**src/hw/rtl/ptcp_pkg.sv**
```systemverilog
// ----------------------------------------------------------------------------
// ptcp_pkg: shared types and constants
// Holds the job record that travels from the front end to the back end.
// ----------------------------------------------------------------------------
package ptcp_pkg;

  localparam int CoordW = 24;

  typedef struct packed {
    logic signed [CoordW-1:0] ax;
    logic signed [CoordW-1:0] ay;
    logic signed [CoordW-1:0] az;
    logic signed [CoordW-1:0] bx;
    logic signed [CoordW-1:0] by;
    logic signed [CoordW-1:0] bz;
  } ptcp_job_t;

  typedef struct packed {
    logic signed [15:0] sx0;
    logic signed [15:0] sy0;
    logic signed [15:0] sx1;
    logic signed [15:0] sy1;
  } ptcp_seg_t;

  localparam logic [2:0] RegRow0 = 3'd0;
  localparam logic [2:0] RegRow1 = 3'd1;
  localparam logic [2:0] RegRow2 = 3'd2;
  localparam logic [2:0] RegWidth = 3'd3;
  localparam logic [2:0] RegHeight = 3'd4;
  localparam logic [2:0] RegMode = 3'd5;

endpackage

```
**src/hw/rtl/ptcp_front.sv**
```systemverilog
// ----------------------------------------------------------------------------
// ptcp_front: vertex transform and segment classification
// Transforms one coordinate per cycle and pairs vertices into jobs.
// ----------------------------------------------------------------------------
module ptcp_front
  import ptcp_pkg::*;
#(
  parameter int FracBits = 12
) (
  input  logic               clk,
  input  logic               rst,
  input  logic [63:0]        row [3],
  input  logic               in_valid,
  output logic               in_ready,
  input  logic signed [15:0] vx,
  input  logic signed [15:0] vy,
  input  logic signed [15:0] vz,
  input  logic               vfirst,
  output logic               job_valid,
  input  logic               job_ready,
  output ptcp_job_t          job
);

  typedef enum logic [1:0] {IDLE, CALC, SEND} state_t;

  state_t state;
  logic [1:0] r;
  logic signed [15:0] x, y, z;
  logic first;
  logic signed [CoordW-1:0] cur [3];
  logic signed [CoordW-1:0] prev [3];
  logic prev_valid;

  logic signed [15:0] m0, m1, m2, tr;
  logic signed [51:0] acc;
  logic signed [51:0] qt;
  logic signed [CoordW-1:0] sat;
  localparam logic signed [51:0] Max = 52'sd8388607;
  localparam logic signed [51:0] Min = -52'sd8388608;

  always_comb begin
    m0 = row[r][63:48];
    m1 = row[r][47:32];
    m2 = row[r][31:16];
    tr = row[r][15:0];
    acc = 52'(m0 * x) + 52'(m1 * y) + 52'(m2 * z) + (52'(tr) <<< FracBits);
    qt = acc[51] ? -((-acc) >>> FracBits) : (acc >>> FracBits);
    sat = (qt > Max) ? Max[CoordW-1:0] : (qt < Min) ? Min[CoordW-1:0] : qt[CoordW-1:0];
  end

  assign in_ready = (state == IDLE);
  assign job_valid = (state == SEND);
  assign job = '{prev[0], prev[1], prev[2], cur[0], cur[1], cur[2]};

  always_ff @(posedge clk) begin
    if (rst) begin
      state <= IDLE;
      prev_valid <= 1'b0;
      prev[0] <= '0;
      prev[1] <= '0;
      prev[2] <= '0;
    end else begin
      unique case (state)
        IDLE: if (in_valid) begin
          x <= vx;
          y <= vy;
          z <= vz;
          first <= vfirst;
          r <= 2'd0;
          state <= CALC;
        end
        CALC: begin
          cur[r] <= sat;
          if (r == 2'd2) begin
            if (first || !prev_valid) begin
              prev[0] <= cur[0];
              prev[1] <= cur[1];
              prev[2] <= sat;
              prev_valid <= 1'b1;
              state <= IDLE;
            end else begin
              state <= SEND;
            end
          end
          r <= r + 1'b1;
        end
        SEND: if (job_ready) begin
          prev[0] <= cur[0];
          prev[1] <= cur[1];
          prev[2] <= cur[2];
          state <= IDLE;
        end
        default: state <= IDLE;
      endcase
    end
  end

endmodule

```
**config.mk**
```make
export PLATFORM = sky130hd
export DESIGN_NAME = ptcp_front
export DESIGN_NICKNAME = d
export VERILOG_FILES = /design/src/hw/rtl/ptcp_pkg.sv /design/src/hw/rtl/ptcp_front.sv
export SDC_FILE = /design/constraint.sdc
export NUM_CORES = 2
export LEC_CHECK = 0
export BUFFER_PORTS_ARGS = -buffer_cell sky130_fd_sc_hd__buf_2
export CAP_MARGIN = 20
export CORE_ASPECT_RATIO = 0.8
export CORE_MARGIN = 4
export CORE_UTILIZATION = 51
export DETAILED_ROUTE_END_ITERATION = 10
export GPL_ROUTABILITY_DRIVEN = 1
export PLACE_DENSITY = 0.73
export SLEW_MARGIN = 20
export SYNTH_ARGS = -nofsm -noshare
export SYNTH_HDL_FRONTEND = slang
export SYNTH_SLANG_ARGS = --single-unit
```
**constraint.sdc**
```tcl
create_clock -name clk -period 11.55 [get_ports clk]
set_input_delay 0 -clock clk [delete_from_list [all_inputs] [get_ports clk]]
set_output_delay 0 -clock clk [all_outputs]
set_load 0.1 [all_outputs]
```
==> flow_metrics.env <==
export IMPL_sequential_cell_area_um2=5920
export IMPL_cts_made_buffers=17
export IMPL_period_minus_slack_ps=11060
export IMPL_grt_usage_pct=25.6
export IMPL_critical_path_buf_inv_count=8
export IMPL_first_pass_iters=5
export IMPL_tritoncts_clock_tree="built"
export IMPL_detailed_routing_wirelength_on_met1_um=40800
export IMPL_synth_nets=5420
export IMPL_grt_pass1_vias=30800
export IMPL_antenna_found_initial=0
export IMPL_final_common_cell="sky130_fd_sc_hd__inv_1"
export IMPL_die_width_um=324
export IMPL_max_slew_margin_pct=25.2
export IMPL_ys_seq_area_share_pct=14.5
export IMPL_chipHeight_um=261
export IMPL_syn2layout_area_growth_pct=11.3
export IMPL_via_per_inst=5.19
export IMPL_numPortBuffers=390
export IMPL_register_bit_total_from_synthesis=198
export IMPL_insertion_delay_ps=530
export IMPL_detailroute_via_count=28300
export IMPL_worst_slew_pin_transition_ps=1120
export IMPL_postSynthAreaPerCell_um2=10.2
export IMPL_maxCapViolCount=0
export IMPL_crit_path_top_cell_by_count="sky130_fd_sc_hd__fa_1"
export IMPL_initial_utilization_pct=51.6
export IMPL_max_freq_mhz=90.4
export IMPL_synth_main_ff_cell="sky130_fd_sc_hd__edfxtp_1"
export IMPL_htreeDepth=4
export IMPL_multi_input_area_um2=30500
export IMPL_drc_errors=0
export IMPL_critical_path_top_delay_family="adder cells"
export IMPL_proportion_of_layout_cells_with_a_drive_suffix_above_1_pct=12.7
export IMPL_timing_setup_tns_ps=0
export IMPL_route_detailed_wl_per_inst_um=18.7
export IMPL_highest_signal_layer="met4"
export IMPL_place_gp_congestion=0.892
export IMPL_pin_count_of_the_biggest_net_entering_global_routing=73
export IMPL_hold_class="in -> reg"
export IMPL_syn_cell_area_um2=40700
export IMPL_ant_nets=0
export IMPL_die_area_um2=84500
export IMPL_final_setup_viol_count=0
export IMPL_timing_max_transition_violations_final=0
export IMPL_cpMaxStageDelayCell="sky130_fd_sc_hd__or4_4"
export IMPL_fin_worst_skew_ps=43.9
export IMPL_layout_common_cells="sky130_fd_sc_hd__inv_1 (1015), sky130_fd_sc_hd__fa_1 (962), sky130_fd_sc_hd__nand2_1 (454), sky130_fd_sc_hd__and2_1 (435), sky130_fd_sc_hd__buf_2 (390)"
export IMPL_final_count_of_hold_timing_violations=0
export IMPL_stage_delay_of_the_slowest_cell_on_the_critical_path_ps=640
export IMPL_synthDistinctLibCells=85
export IMPL_number_of_clock_sinks=198
export IMPL_worst_endpoint_required_ps=11790
export IMPL_ys_warnings_count=0
export IMPL_synth_enable_flop_cells=195
export IMPL_detail_route_iter0_violations=2017
export IMPL_result_of_the_run="completed"
export IMPL_worst_setup_path_start_kind="flop"
export IMPL_grt_first_pass_wirelength_um=166000
export IMPL_crit_fanout=33
export IMPL_postSynth_asyncResetShare_pct=0
export IMPL_dr_wl_met2_um=51900
export IMPL_rsz0062_at_grt="no"
export IMPL_critical_path_endpoint_type="flop"
export IMPL_met3WireLength_um=6020
export IMPL_timing_final_crit_share_pct=95.8
export IMPL_layout_nets=5821
export IMPL_design_portCount=391
export IMPL_path_clk_slew_ps=110
export IMPL_number_of_fill_cells_in_the_layout=6736
export IMPL_timing_worst_setup_path_type="reg -> reg"
export IMPL_root_buffer="sky130_fd_sc_hd__clkbuf_16"
export IMPL_syn_inst=4012
export IMPL_std_cell_rows=92
export IMPL_hpwl_um=87700
export IMPL_worst_ep_arrival_time_ps=11300
export IMPL_routed_wl_um=102000
export IMPL_clock_path_buffers=2
export IMPL_coreArea_um2=79000
export IMPL_grt_ovfl_total=0
worst reg2reg max path, delay by kind of cell, from the launching register on:
kind                       cells  cell delay [ps]
buffers and inverters          8             1210
adders and majority gates     10             4880
AOI/OAI and AO/OA              7             2430
DFF                            1              480
and+or+nand+nor                6             1660
muxes                          1              140
cells in the mapped netlist, types with 8 or more instances:
cell type,n,share of area [%]
sky130_fd_sc_hd__edfxtp_1,195,14
sky130_fd_sc_hd__fa_1,963,47
sky130_fd_sc_hd__o211ai_1,10,0.18
sky130_fd_sc_hd__o21a_1,8,0.15
sky130_fd_sc_hd__inv_1,1015,9.4
sky130_fd_sc_hd__nand2_1,454,4.2
sky130_fd_sc_hd__a22o_1,12,0.26
sky130_fd_sc_hd__nor2_1,61,0.56
sky130_fd_sc_hd__a21oi_1,52,0.64
sky130_fd_sc_hd__xnor2_1,35,0.75
sky130_fd_sc_hd__nor4_1,8,0.12
sky130_fd_sc_hd__nor2b_1,25,0.38
sky130_fd_sc_hd__nand3_1,24,0.29
sky130_fd_sc_hd__buf_2,12,0.15
sky130_fd_sc_hd__nor3_1,14,0.17
sky130_fd_sc_hd__o211ai_2,10,0.31
sky130_fd_sc_hd__ha_1,200,6.1
sky130_fd_sc_hd__and3_1,8,0.12
sky130_fd_sc_hd__clkbuf_1,133,1.2
sky130_fd_sc_hd__o21ai_0,79,0.97
sky130_fd_sc_hd__nand4_1,11,0.17
sky130_fd_sc_hd__a21o_1,14,0.26
sky130_fd_sc_hd__nand2b_1,23,0.35
sky130_fd_sc_hd__xor2_1,18,0.39
sky130_fd_sc_hd__mux2i_1,69,1.7
sky130_fd_sc_hd__and2_1,435,6.7
sky130_fd_sc_hd__o21ai_1,14,0.17
layer usage:
layer / GRT usage [%] / vias up
met2: 43.6 / 910
met1: 34.4 / 14600
li1: - / 12700
met4: 7.90 / 0
met5: 0 / -
met3: 3.38 / 141
area by class of cell:
class / count / share of cell area (%)
clock inverters: 15 / 0.409
multi-input cells: 2647 / 67.3
clock buffers: 17 / 0.938
inverters: 1016 / 8.41
flip-flops and latches: 198 / 13.0
diodes: 1 / 0.00552
well taps: 1034 / 2.85
repair buffers: 533 / 7.07
path summary, 6_finish.rpt:
path,start,to,slack (ps),cells past startpoint
max,r[1],prev[0][53],490,32
min,vx[1],x[1],180,2
max reg2reg,r[1],prev[0][53],490,32
min reg2reg,prev_valid,prev_valid,510,2
through the flow:
step	std cells	hold slack [ps]	worst slack, ps	cell area (µm²)	utilization (%)
3_3_place_gp	5374	178	614	44100	55.9
3_5_place_dp	5374	178	394	44100	55.9
4_1_cts	5458	131	314	45300	57.3
6_report	5461	182	487	45300	57.4
2_1_floorplan	4012	69.1	502	40700	-
5_1_grt	5460	160	26.7	45300	57.4
sequential cells by signal (all words and copies together) (netlist names):
name        cells
first           1
r               2
x              16
y              16
cur            72
z              16
state           2
prev_valid      1
prev           72
kinds of logic (layout without fill, tap and decap cells):
family | count (synthesis) | in the layout | synth area share (%)
and+or+nand+nor | 1101 | 1101 | 13.9
buffers and inverters | 1167 | 1581 | 10.8
muxes | 69 | 69 | 1.70
AOI/OAI and AO/OA | 259 | 259 | 4.35
adders and majority gates | 1163 | 1163 | 53.5
DFF | 198 | 198 | 14.5
other | 0 | 1 | 0
xor gates and xnor gates | 55 | 55 | 1.23
repair_timing:
item	CTS	global route
hold buffers	52	0
resized for setup	0	9
endpoints found under the setup margin	0	65
setup buffers	0	2
endpoints found under the hold margin	54	0
Power is not shown: default switching activity piles up to over one toggle a cycle in this logic, so the estimate is an artifact.
